--- src/design/jet_pkg.sv ---
// Package for the Julia escape-time engine: widths, register codes, shared
// types and the Q4.28 to wide fixed-point conversion.
// No dependencies.
`timescale 1ns / 1ps
`default_nettype none

package jet_pkg;

  // Fixed-point format used inside the iteration loop
  localparam int FRAC_BITS   = 28;
  localparam int COUNT_WIDTH = 16;

  // Port field widths
  localparam int IN_W    = 32;
  localparam int CNT_W   = 16;
  localparam int SFRAC_W = 16;
  localparam int QUO_W   = SFRAC_W + 1;

  // Iterate width: sign, 10 integer bits (|z| stays near 1008), fraction
  localparam int VW = FRAC_BITS + 11;
  // Product width: squares stay below 2^20, sign on top
  localparam int PW = FRAC_BITS + 21;

  // Multiplier split: magnitudes cut into two halves
  localparam int MAG_HALF = (VW + 1) / 2;
  localparam int ACC_W    = 4 * MAG_HALF;

  // Escape threshold on the squared norm
  localparam int ESCAPE_NORM = 1000;
  localparam logic [PW:0] ESC_THR = (PW + 1)'(ESCAPE_NORM) << FRAC_BITS;

  // Input format conversion shifts
  localparam int SHL = (FRAC_BITS >= 28) ? (FRAC_BITS - 28) : 0;
  localparam int SHR = (FRAC_BITS < 28) ? (28 - FRAC_BITS) : 0;

  // Configuration port
  localparam int CFG_AW = 4;
  localparam logic [1:0] REG_C_REAL   = 2'd0;
  localparam logic [1:0] REG_C_IMAG   = 2'd1;
  localparam logic [1:0] REG_MAX_ITER = 2'd2;
  localparam logic [15:0] MAX_ITER_RESET = 16'd256;

  typedef struct packed {
    logic signed [IN_W-1:0] c_real;
    logic signed [IN_W-1:0] c_imag;
    logic [15:0]            max_iter;
  } cfg_t;

  typedef struct packed {
    logic               start;
    logic signed [VW-1:0] a;
    logic signed [VW-1:0] b;
  } mul_req_t;

  typedef struct packed {
    logic               done;
    logic signed [PW-1:0] p;
  } mul_rsp_t;

  typedef struct packed {
    logic                   start;
    logic [COUNT_WIDTH-1:0] num;
    logic [COUNT_WIDTH-1:0] den;
  } div_req_t;

  typedef struct packed {
    logic             done;
    logic [QUO_W-1:0] quo;
  } div_rsp_t;

  // Q4.28 -> VW bits with FRAC_BITS fraction bits (floor when narrowing)
  function automatic logic signed [VW-1:0] to_wide(input logic signed [IN_W-1:0] v);
    logic signed [IN_W+SHL-1:0] t;
    t = (IN_W + SHL)'(v);
    t = t <<< SHL;
    t = t >>> SHR;
    return VW'(t);
  endfunction

endpackage

`default_nettype wire

--- src/design/jet_pt_if.sv ---
// Input channel interface: one starting point z per beat.
// Depends on jet_pkg.
`timescale 1ns / 1ps
`default_nettype none

interface jet_pt_if import jet_pkg::*; ();
  logic                   valid;
  logic                   ready;
  logic signed [IN_W-1:0] z_real;
  logic signed [IN_W-1:0] z_imag;

  modport source (output valid, z_real, z_imag, input ready);
  modport sink   (input valid, z_real, z_imag, output ready);
endinterface

`default_nettype wire

--- src/design/jet_res_if.sv ---
// Result channel interface: escape count, bounded flag and smooth fraction.
// Depends on jet_pkg.
`timescale 1ns / 1ps
`default_nettype none

interface jet_res_if import jet_pkg::*; ();
  logic               valid;
  logic               ready;
  logic [CNT_W-1:0]   iteration_count;
  logic               bounded;
  logic [QUO_W-1:0]   smooth_fraction;

  modport source (output valid, iteration_count, bounded, smooth_fraction, input ready);
  modport sink   (input valid, iteration_count, bounded, smooth_fraction, output ready);
endinterface

`default_nettype wire

--- src/design/jet_cfg.sv ---
// APB-style register file: c_real, c_imag and max_iterations.
// Depends on jet_pkg.
`timescale 1ns / 1ps
`default_nettype none

module jet_cfg import jet_pkg::*; (
  input  wire logic              clk_i,
  input  wire logic              rst_ni,
  input  wire logic              psel,
  input  wire logic              penable,
  input  wire logic              pwrite,
  input  wire logic [CFG_AW-1:0] paddr,
  input  wire logic [31:0]       pwdata,
  output      logic [31:0]       prdata,
  output      logic              pready,
  output      cfg_t              cfg_o
);

  cfg_t       cfg_q;
  logic [1:0] idx;
  logic       wr_en;

  assign idx    = paddr[3:2];
  assign wr_en  = psel && penable && pwrite;
  assign pready = 1'b1;
  assign cfg_o  = cfg_q;

  // register writes, unknown index ignored
  always_ff @(posedge clk_i or negedge rst_ni) begin
    if (!rst_ni) begin
      cfg_q.c_real   <= '0;
      cfg_q.c_imag   <= '0;
      cfg_q.max_iter <= MAX_ITER_RESET;
    end else if (wr_en) begin
      unique case (idx)
        REG_C_REAL:   cfg_q.c_real   <= pwdata;
        REG_C_IMAG:   cfg_q.c_imag   <= pwdata;
        REG_MAX_ITER: cfg_q.max_iter <= pwdata[15:0];
        default: ;
      endcase
    end
  end

  // read mux
  always_comb begin
    unique case (idx)
      REG_C_REAL:   prdata = cfg_q.c_real;
      REG_C_IMAG:   prdata = cfg_q.c_imag;
      REG_MAX_ITER: prdata = 32'(cfg_q.max_iter);
      default:      prdata = '0;
    endcase
  end

endmodule

`default_nettype wire

--- src/design/jet_mul.sv ---
// Shared fixed-point multiplier: sign-magnitude product built from four
// half-width partial products, truncated toward zero to FRAC_BITS.
// Depends on jet_pkg.
`timescale 1ns / 1ps
`default_nettype none

module jet_mul import jet_pkg::*; (
  input  wire logic     clk_i,
  input  wire logic     rst_ni,
  input  wire mul_req_t req_i,
  output      mul_rsp_t rsp_o
);

  localparam int H = MAG_HALF;

  logic             busy_q;
  logic [2:0]       step_q;
  logic             done_q;
  logic [2*H-1:0]   ua_q, ub_q;
  logic             neg_q;
  logic [2*H-1:0]   pp_q;
  logic [1:0]       w_q;
  logic [ACC_W-1:0] acc_q;

  logic [VW-1:0]    ua, ub;
  logic [H-1:0]     a_part, b_part;
  logic [ACC_W-1:0] pp_sh;
  logic [ACC_W-1:0] mag_full;
  logic [PW-1:0]    mag;

  // operand magnitudes
  assign ua = req_i.a[VW-1] ? VW'(-req_i.a) : VW'(req_i.a);
  assign ub = req_i.b[VW-1] ? VW'(-req_i.b) : VW'(req_i.b);

  // partial product select: step bit 1 picks high half of a, bit 0 of b
  assign a_part = step_q[1] ? ua_q[2*H-1:H] : ua_q[H-1:0];
  assign b_part = step_q[0] ? ub_q[2*H-1:H] : ub_q[H-1:0];

  // weight of the previous partial product
  always_comb begin
    unique case (w_q)
      2'd0:    pp_sh = ACC_W'(pp_q);
      2'd1:    pp_sh = ACC_W'(pp_q) << H;
      2'd2:    pp_sh = ACC_W'(pp_q) << (2 * H);
      default: pp_sh = '0;
    endcase
  end

  // sequencing
  always_ff @(posedge clk_i or negedge rst_ni) begin
    if (!rst_ni) begin
      busy_q <= 1'b0;
      step_q <= '0;
      done_q <= 1'b0;
    end else begin
      done_q <= 1'b0;
      if (req_i.start) begin
        busy_q <= 1'b1;
        step_q <= '0;
      end else if (busy_q) begin
        step_q <= step_q + 3'd1;
        if (step_q == 3'd4) begin
          busy_q <= 1'b0;
          done_q <= 1'b1;
        end
      end
    end
  end

  // datapath: registers each partial product, accumulates it the next cycle
  always_ff @(posedge clk_i) begin
    if (req_i.start) begin
      ua_q  <= (2 * H)'(ua);
      ub_q  <= (2 * H)'(ub);
      neg_q <= req_i.a[VW-1] ^ req_i.b[VW-1];
      acc_q <= '0;
    end else if (busy_q) begin
      if (step_q != 3'd4) begin
        pp_q <= a_part * b_part;
        w_q  <= 2'(step_q[1]) + 2'(step_q[0]);
      end
      if (step_q != 3'd0) begin
        acc_q <= acc_q + pp_sh;
      end
    end
  end

  // truncate toward zero, then restore sign
  assign mag_full   = acc_q >> FRAC_BITS;
  assign mag        = mag_full[PW-1:0];
  assign rsp_o.done = done_q;
  assign rsp_o.p    = neg_q ? -$signed(mag) : $signed(mag);

endmodule

`default_nettype wire

--- src/design/jet_div.sv ---
// Restoring divider for the smooth fraction: floor(num * 2^16 / den),
// one quotient bit per cycle, valid for num <= den.
// Depends on jet_pkg.
`timescale 1ns / 1ps
`default_nettype none

module jet_div import jet_pkg::*; (
  input  wire logic     clk_i,
  input  wire logic     rst_ni,
  input  wire div_req_t req_i,
  output      div_rsp_t rsp_o
);

  localparam int RW = COUNT_WIDTH + 1;

  logic                   busy_q;
  logic [4:0]             step_q;
  logic                   done_q;
  logic [RW-1:0]          rem_q;
  logic [COUNT_WIDTH-1:0] den_q;
  logic [QUO_W-1:0]       quo_q;

  logic [RW-1:0] cand;
  logic          ge;

  // first step takes num as is, later steps shift the remainder
  assign cand = (step_q == 5'd0) ? rem_q : {rem_q[RW-2:0], 1'b0};
  assign ge   = cand >= RW'(den_q);

  always_ff @(posedge clk_i or negedge rst_ni) begin
    if (!rst_ni) begin
      busy_q <= 1'b0;
      step_q <= '0;
      done_q <= 1'b0;
    end else begin
      done_q <= 1'b0;
      if (req_i.start) begin
        busy_q <= 1'b1;
        step_q <= '0;
      end else if (busy_q) begin
        step_q <= step_q + 5'd1;
        if (step_q == 5'(SFRAC_W)) begin
          busy_q <= 1'b0;
          done_q <= 1'b1;
        end
      end
    end
  end

  always_ff @(posedge clk_i) begin
    if (req_i.start) begin
      rem_q <= RW'(req_i.num);
      den_q <= req_i.den;
      quo_q <= '0;
    end else if (busy_q) begin
      rem_q <= ge ? (cand - RW'(den_q)) : cand;
      quo_q <= {quo_q[QUO_W-2:0], ge};
    end
  end

  assign rsp_o.done = done_q;
  assign rsp_o.quo  = quo_q;

endmodule

`default_nettype wire

--- src/design/julia_escape_time.sv ---
// Julia escape-time engine. Each input beat carries a starting point z
// (Q4.28); the block iterates z = z*z + c until the squared norm exceeds
// 1000 or max_iterations steps have run, then returns one result beat with
// the escape index, the bounded flag and count/limit as Q1.16. All products
// go through one shared multiplier that builds each product from four
// partial products; an iteration needs three products plus an update
// state (S_STEP). A zero limit skips the iterations; otherwise the 17-step
// bit-serial divider computes the fraction once the loop ends. Input
// ready is high only while the engine is idle; c and the limit come from
// the APB registers.
// Depends on jet_pkg, jet_pt_if, jet_res_if, jet_cfg, jet_mul, jet_div.
`timescale 1ns / 1ps
`default_nettype none

module julia_escape_time import jet_pkg::*; (
  input  wire logic              clk_i,
  input  wire logic              rst_ni,
  jet_pt_if.sink                 pt_i,
  jet_res_if.source              res_o,
  input  wire logic              psel,
  input  wire logic              penable,
  input  wire logic              pwrite,
  input  wire logic [CFG_AW-1:0] paddr,
  input  wire logic [31:0]       pwdata,
  output      logic [31:0]       prdata,
  output      logic              pready
);

  // sequencer states
  localparam logic [2:0] S_IDLE   = 3'd0;
  localparam logic [2:0] S_MSTART = 3'd1;
  localparam logic [2:0] S_MWAIT  = 3'd2;
  localparam logic [2:0] S_STEP   = 3'd3;
  localparam logic [2:0] S_DSTART = 3'd4;
  localparam logic [2:0] S_DWAIT  = 3'd5;
  localparam logic [2:0] S_OUT    = 3'd6;

  // product select
  localparam logic [1:0] PROD_XX = 2'd0;
  localparam logic [1:0] PROD_YY = 2'd1;
  localparam logic [1:0] PROD_XY = 2'd2;

  cfg_t     cfg;
  mul_req_t mul_req;
  mul_rsp_t mul_rsp;
  div_req_t div_req;
  div_rsp_t div_rsp;

  logic [2:0]             state_q, state_d;
  logic [1:0]             sel_q, sel_d;
  logic                   first_q, first_d;
  logic [COUNT_WIDTH-1:0] iter_q, iter_d;

  logic signed [VW-1:0]   x_q, x_d, y_q, y_d;
  logic signed [PW-1:0]   sxx_q, sxx_d, syy_q, syy_d, sxy_q, sxy_d;
  logic [COUNT_WIDTH-1:0] lim_q, lim_d;
  logic [COUNT_WIDTH-1:0] cnt_q, cnt_d;
  logic                   bnd_q, bnd_d;
  logic [QUO_W-1:0]       frac_q, frac_d;

  logic signed [VW-1:0]   cr_w, ci_w;
  logic signed [PW:0]     nr_full, ni_full;
  logic [PW:0]            norm;
  logic [COUNT_WIDTH:0]   iter_p1;
  logic [COUNT_WIDTH-1:0] lim_in;

  jet_cfg u_cfg (
    .clk_i   (clk_i),
    .rst_ni  (rst_ni),
    .psel    (psel),
    .penable (penable),
    .pwrite  (pwrite),
    .paddr   (paddr),
    .pwdata  (pwdata),
    .prdata  (prdata),
    .pready  (pready),
    .cfg_o   (cfg)
  );

  jet_mul u_mul (
    .clk_i  (clk_i),
    .rst_ni (rst_ni),
    .req_i  (mul_req),
    .rsp_o  (mul_rsp)
  );

  jet_div u_div (
    .clk_i  (clk_i),
    .rst_ni (rst_ni),
    .req_i  (div_req),
    .rsp_o  (div_rsp)
  );

  assign cr_w   = to_wide(cfg.c_real);
  assign ci_w   = to_wide(cfg.c_imag);
  assign lim_in = COUNT_WIDTH'(cfg.max_iter);

  // next z from the current products
  assign nr_full = (PW + 1)'(sxx_q) - (PW + 1)'(syy_q) + (PW + 1)'(cr_w);
  assign ni_full = ((PW + 1)'(sxy_q) <<< 1) + (PW + 1)'(ci_w);

  // squared norm of the new z (both squares are non-negative)
  assign norm    = (PW + 1)'($unsigned(sxx_q)) + (PW + 1)'($unsigned(syy_q));
  assign iter_p1 = (COUNT_WIDTH + 1)'(iter_q) + (COUNT_WIDTH + 1)'(1);

  // multiplier operands
  always_comb begin
    mul_req.start = (state_q == S_MSTART);
    unique case (sel_q)
      PROD_XX: begin
        mul_req.a = x_q;
        mul_req.b = x_q;
      end
      PROD_YY: begin
        mul_req.a = y_q;
        mul_req.b = y_q;
      end
      default: begin
        mul_req.a = x_q;
        mul_req.b = y_q;
      end
    endcase
  end

  assign div_req.start = (state_q == S_DSTART);
  assign div_req.num   = cnt_q;
  assign div_req.den   = lim_q;

  // handshake and result beat
  assign pt_i.ready            = (state_q == S_IDLE);
  assign res_o.valid           = (state_q == S_OUT);
  assign res_o.iteration_count = CNT_W'(cnt_q);
  assign res_o.bounded         = bnd_q;
  assign res_o.smooth_fraction = frac_q;

  // sequencer
  always_comb begin
    state_d = state_q;
    sel_d   = sel_q;
    first_d = first_q;
    iter_d  = iter_q;
    x_d     = x_q;
    y_d     = y_q;
    sxx_d   = sxx_q;
    syy_d   = syy_q;
    sxy_d   = sxy_q;
    lim_d   = lim_q;
    cnt_d   = cnt_q;
    bnd_d   = bnd_q;
    frac_d  = frac_q;

    unique case (state_q)
      S_IDLE: begin
        if (pt_i.valid) begin
          x_d     = to_wide(pt_i.z_real);
          y_d     = to_wide(pt_i.z_imag);
          lim_d   = lim_in;
          iter_d  = '0;
          sel_d   = PROD_XX;
          first_d = 1'b1;
          if (lim_in == '0) begin
            // zero limit: nothing runs, report as bounded
            cnt_d   = '0;
            bnd_d   = 1'b1;
            frac_d  = QUO_W'(1) << SFRAC_W;
            state_d = S_OUT;
          end else begin
            state_d = S_MSTART;
          end
        end
      end
      S_MSTART: state_d = S_MWAIT;
      S_MWAIT: begin
        if (mul_rsp.done) begin
          unique case (sel_q)
            PROD_XX: begin
              sxx_d   = mul_rsp.p;
              sel_d   = PROD_YY;
              state_d = S_MSTART;
            end
            PROD_YY: begin
              syy_d   = mul_rsp.p;
              sel_d   = PROD_XY;
              state_d = S_MSTART;
            end
            default: begin
              sxy_d = mul_rsp.p;
              if (first_q) begin
                first_d = 1'b0;
                state_d = S_STEP;
              end else if (norm > ESC_THR) begin
                cnt_d   = iter_q;
                bnd_d   = 1'b0;
                state_d = S_DSTART;
              end else if (iter_p1 == (COUNT_WIDTH + 1)'(lim_q)) begin
                cnt_d   = lim_q;
                bnd_d   = 1'b1;
                state_d = S_DSTART;
              end else begin
                iter_d  = iter_p1[COUNT_WIDTH-1:0];
                state_d = S_STEP;
              end
            end
          endcase
        end
      end
      S_STEP: begin
        x_d     = VW'(nr_full);
        y_d     = VW'(ni_full);
        sel_d   = PROD_XX;
        state_d = S_MSTART;
      end
      S_DSTART: state_d = S_DWAIT;
      S_DWAIT: begin
        if (div_rsp.done) begin
          frac_d  = div_rsp.quo;
          state_d = S_OUT;
        end
      end
      S_OUT: begin
        if (res_o.ready) begin
          state_d = S_IDLE;
        end
      end
      default: state_d = S_IDLE;
    endcase
  end

  // control registers
  always_ff @(posedge clk_i or negedge rst_ni) begin
    if (!rst_ni) begin
      state_q <= S_IDLE;
      sel_q   <= PROD_XX;
      first_q <= 1'b0;
      iter_q  <= '0;
    end else begin
      state_q <= state_d;
      sel_q   <= sel_d;
      first_q <= first_d;
      iter_q  <= iter_d;
    end
  end

  // payload registers
  always_ff @(posedge clk_i) begin
    x_q    <= x_d;
    y_q    <= y_d;
    sxx_q  <= sxx_d;
    syy_q  <= syy_d;
    sxy_q  <= sxy_d;
    lim_q  <= lim_d;
    cnt_q  <= cnt_d;
    bnd_q  <= bnd_d;
    frac_q <= frac_d;
  end

endmodule

`default_nettype wire

--- src/flat_wrapper.sv ---
// flat-port wrapper written by rule: the top's interface ports become plain ports
module julia_escape_time_flat import jet_pkg::*;
  (clk_i, rst_ni, psel, penable, pwrite, paddr, pwdata, prdata, pready, pt_i_valid, pt_i_z_real, pt_i_z_imag, pt_i_ready, res_o_valid, res_o_iteration_count, res_o_bounded, res_o_smooth_fraction, res_o_ready);
  jet_pt_if pt_i_i ();
  jet_res_if res_o_i ();
  input  wire logic clk_i;
  input  wire logic rst_ni;
  input  wire logic psel;
  input  wire logic penable;
  input  wire logic pwrite;
  input  wire logic [CFG_AW-1:0] paddr;
  input  wire logic [31:0] pwdata;
  output      logic [31:0] prdata;
  output      logic pready;
  input wire logic [$bits(pt_i_i.valid)-1:0] pt_i_valid;
  input wire logic [$bits(pt_i_i.z_real)-1:0] pt_i_z_real;
  input wire logic [$bits(pt_i_i.z_imag)-1:0] pt_i_z_imag;
  output wire logic [$bits(pt_i_i.ready)-1:0] pt_i_ready;
  output wire logic [$bits(res_o_i.valid)-1:0] res_o_valid;
  output wire logic [$bits(res_o_i.iteration_count)-1:0] res_o_iteration_count;
  output wire logic [$bits(res_o_i.bounded)-1:0] res_o_bounded;
  output wire logic [$bits(res_o_i.smooth_fraction)-1:0] res_o_smooth_fraction;
  input wire logic [$bits(res_o_i.ready)-1:0] res_o_ready;
  assign pt_i_i.valid = pt_i_valid;
  assign pt_i_i.z_real = pt_i_z_real;
  assign pt_i_i.z_imag = pt_i_z_imag;
  assign pt_i_ready = pt_i_i.ready;
  assign res_o_valid = res_o_i.valid;
  assign res_o_iteration_count = res_o_i.iteration_count;
  assign res_o_bounded = res_o_i.bounded;
  assign res_o_smooth_fraction = res_o_i.smooth_fraction;
  assign res_o_i.ready = res_o_ready;
  julia_escape_time u_core (.clk_i(clk_i), .rst_ni(rst_ni), .pt_i(pt_i_i), .res_o(res_o_i), .psel(psel), .penable(penable), .pwrite(pwrite), .paddr(paddr), .pwdata(pwdata), .prdata(prdata), .pready(pready));
endmodule
--- config.mk ---
export PLATFORM = sky130hd
export DESIGN_NAME = julia_escape_time_flat
export DESIGN_NICKNAME = d
export VERILOG_FILES = /design/src/design/jet_pkg.sv /design/src/design/jet_pt_if.sv /design/src/design/jet_res_if.sv /design/src/design/jet_cfg.sv /design/src/design/jet_mul.sv /design/src/design/jet_div.sv /design/src/design/julia_escape_time.sv /design/src/flat_wrapper.sv
export SDC_FILE = /design/constraint.sdc
export NUM_CORES = 2
export LEC_CHECK = 0
export ABC_AREA = 1
export BUFFER_PORTS_ARGS = -buffer_cell sky130_fd_sc_hd__buf_2
export CAP_MARGIN = 0
export CORE_ASPECT_RATIO = 1.25
export CORE_MARGIN = 2
export CORE_UTILIZATION = 50
export CTS_CLUSTER_DIAMETER = 30
export CTS_CLUSTER_SIZE = 28
export DETAILED_ROUTE_END_ITERATION = 7
export PLACE_DENSITY = 0.8
export SYNTH_ARGS = -nofsm -noshare
export SYNTH_HDL_FRONTEND = slang
export SYNTH_SLANG_ARGS = --single-unit
--- constraint.sdc ---
create_clock -name clk_i -period 7.35 [get_ports clk_i]
set_input_delay 0.735 -clock clk_i [delete_from_list [all_inputs] [get_ports clk_i]]
set_output_delay 0.735 -clock clk_i [all_outputs]
set_load 0.02 [all_outputs]
==> results.yml <==
grt:
  grt_max_degree: 79
  grt_pass1_wl_um: 297000
  first_global_vias: 51450
  grt-ovfl-total: 0
  grt_use_total_pct: 33.1
  antenna_found_initial: 4
sta:
  maxSlewHeadroom_pct: 19.4
  setup-tns-final_ps: 0
  holdWs_ps: 243
  period_share_pct: 98.7
  rsz0062_at_grt: "true"
  layout_min_cycle_time_ps: 7250
  slew_violations: 0
  max_freq_ghz: 0.138
  worst_pin_slew_ps: 1200
  hold_viol_final: 0
  clock_skew_ps: 103
  finalSetupViolCount: 0
clock_network:
  clkSinkCount: 626
  clk_latency_ps: 780
  h-tree-depth: 3
  cts_tree: "built"
  clockRootBuffer: "clkbuf_16"
  path_clk_slew_ps: 60
  clockBufferDepth: 3
  cts_buffers: 117
worst_hold_path:
  worstHoldPathType: "input pin to register"
  min_delay_path_depth: 3
  min_from: "pwdata[18]"
route:
  vias: 52792
  drc_errors: 2
  detail-route-antenna-nets: 0
  drt_wl_total_um: 197000
  drt_iter0_markers: 5725
  drt-vias-per-instance: 5.47
  drtPass1Iterations: 8
  wl_per_cell_um: 20.4
synthesis:
  yosysSeqAreaShare_pct: 29.8
  synth.avg_cell_area_sq_um: 7.58
  yosysWarnings: 0
  synthArstFlopShare_pct: 18.2
  synthesis.nets: 8488
  yosysTopAreaCellShare_pct: 21.6
  synth-edff-count: 417
  synthFlopType: "edfxtp_1"
  synth_cell_types: 68
  postSynthCellCount: 7644
  ys_ff_latch: 626
  synth.area.top_cells: "edfxtp_1 (22%), fa_1 (13%), inv_1 (10%), nand2_1 (9.5%), ha_1 (8.1%)"
  syn_area_sq_um: 57900
  synth_top_area_cell: "edfxtp_1"
placement:
  gp_congestion: 1.02
  io_buffers: 172
  hpwl_um: 160000
die:
  fp.dieH_um: 385
  die-area_sq_um: 119000
  fp.dieW_um: 308
  rows: 139
  coreArea_sq_um: 115000
  start_util_pct: 50.4
  top_level_ports: 176
worst_setup_path:
  crit_top_cell: "fa_1"
  worstPathRequired_ps: 7780
  critPathMaxStageDelay_ps: 540
  rr_startpoint: "u_core.u_mul.step_q[0]"
  slowest_stage: "fa_1"
  path_max_fanout: 10
  crit_path_start: "u_core.u_mul.step_q[0]"
  arrival_ps: 7680
  rr_worst_depth: 32
  cp-end-kind: "register"
  startpoint_type: "register"
  crit_type: "register to register"
layout:
  final_common_cell: "inv_1"
  area_growth_pct: 15.0
  final_cell_mix: "inv_1 (1539), nand2_1 (1454), nor2_1 (974)"
  drive_gt1_share_pct: 10.9
  layout.nets: 8844
flow_run:
  max_cap_violations: 0
run_status:
  status: "finished, violations left"
  violations: "DRC"
synth_stat cells, drive strengths merged (19+ instances only):
| master | number |
|---|---|
| nor2 | 1010 |
| edfxtp | 417 |
| or2 | 62 |
| nand2 | 1477 |
| clkbuf | 143 |
| nor3 | 55 |
| a31oi | 63 |
| buf | 47 |
| nand3 | 242 |
| o21ai | 508 |
| inv | 1553 |
| dfrtp | 113 |
| nor4 | 35 |
| fa | 362 |
| a21o | 19 |
| a21oi | 440 |
| o22ai | 43 |
| a21boi | 20 |
| ha | 375 |
| o211ai | 45 |
| o21a | 28 |
| xnor2 | 100 |
| nand4 | 54 |
| dfxtp | 95 |
| xor2 | 209 |
worst max-delay path: cells and delay by family (launching register included):
family | cells | cell delay, ps
fa+ha+maj | 8 | 3810
xor+xnor | 1 | 140
compound gates | 5 | 630
mux | 1 | 200
buf+inv | 9 | 950
flops | 1 | 440
simple gates | 8 | 740
final timing paths:
kind | end | slack, ps
setup / recovery | u_core.u_mul.pp_q[35] | 100
hold / removal | u_core.u_cfg.cfg_o[34] | 240
setup reg to reg | u_core.u_mul.pp_q[35] | 100
hold reg to reg | u_core.u_div.quo_q[1] | 470
max in group asynchronous | u_core.u_mul.step_q[0] | 5220
min in group asynchronous | u_core.u_cfg.cfg_o[66] | 530
layout make-up:
| class | count | area (sq um) |
|---|---|---|
| antenna | 3 | 7.51 |
| clock buffer | 128 | 3040 |
| clock inverter | 96 | 1160 |
| fill | 10507 | 48300 |
| inverter | 1568 | 5900 |
| multi-input combinational | 5260 | 34400 |
| sequential | 626 | 17300 |
| tap | 1551 | 1940 |
| timing repair buffer | 426 | 2930 |
| timing repair inverter | 1 | 7.51 |
flip-flops by register name, summed over array words and instances, names as in the netlist, 38 cells and up:
register,cells
u_core.sxx_q,49
u_core.x_q,39
u_core.u_mul.ua_q,39
u_core.u_mul.pp_q,40
u_core.sxy_q,38
u_core.y_q,39
u_core.u_mul.acc_q,77
u_core.syy_q,49
u_core.u_cfg.cfg_o,80
u_core.u_mul.ub_q,39
stage by stage:
| stage | cells | util [%] | area, sq um | worst slack, ps |
|---|---|---|---|---|
| final | 9659 | 58.0 | 66600 | 99.2 |
| after global routing | 9656 | 58.0 | 66600 | -247 |
| after global placement | 9404 | 53.7 | 61700 | -74.5 |
| after floorplan | 7644 | - | 58000 | 45.4 |
| after CTS | 9634 | 57.4 | 66000 | -32.2 |
| after detailed placement | 9404 | 53.7 | 61700 | -109 |
logic make-up (layout without fill, tap and decap cells):
logic type / Yosys count / after routing / share of synthesized area [%]
flip-flops: 626 / 626 / 29.8
other: 1 / 4 / 0.00647
multiplexers: 2 / 2 / 0.0345
adder cells (fa/ha/maj): 737 / 737 / 20.6
AND/OR/NAND/NOR: 2960 / 2960 / 21.1
AO/OA/AOI/OAI: 1248 / 1248 / 12.0
buffers and inverters: 1758 / 2219 / 11.7
XOR/XNOR: 312 / 312 / 4.79
layer usage:
metal	part of all wire (%)	vias up	global-route usage, %
met5	0.0061	-	0
met4	5.4	2	15.8
met3	7.6	471	4.26
met2	47	2191	55.3
met1	40	25158	42.5
li1	-	24970	-
what timing repair did:
action                                  4_1_cts  5_1_grt
hold endpoints to repair                     31        0
gates cloned                                  1        3
pin swaps                                     4       49
gates resized for setup                      18       99
setup buffers                                 4       19
hold buffers                                  1        0
endpoints found under the setup margin       14       20
Power is left out: the tool's default activity adds up to more than one toggle a clock period on the data nets, which glitch-free logic cannot reach.
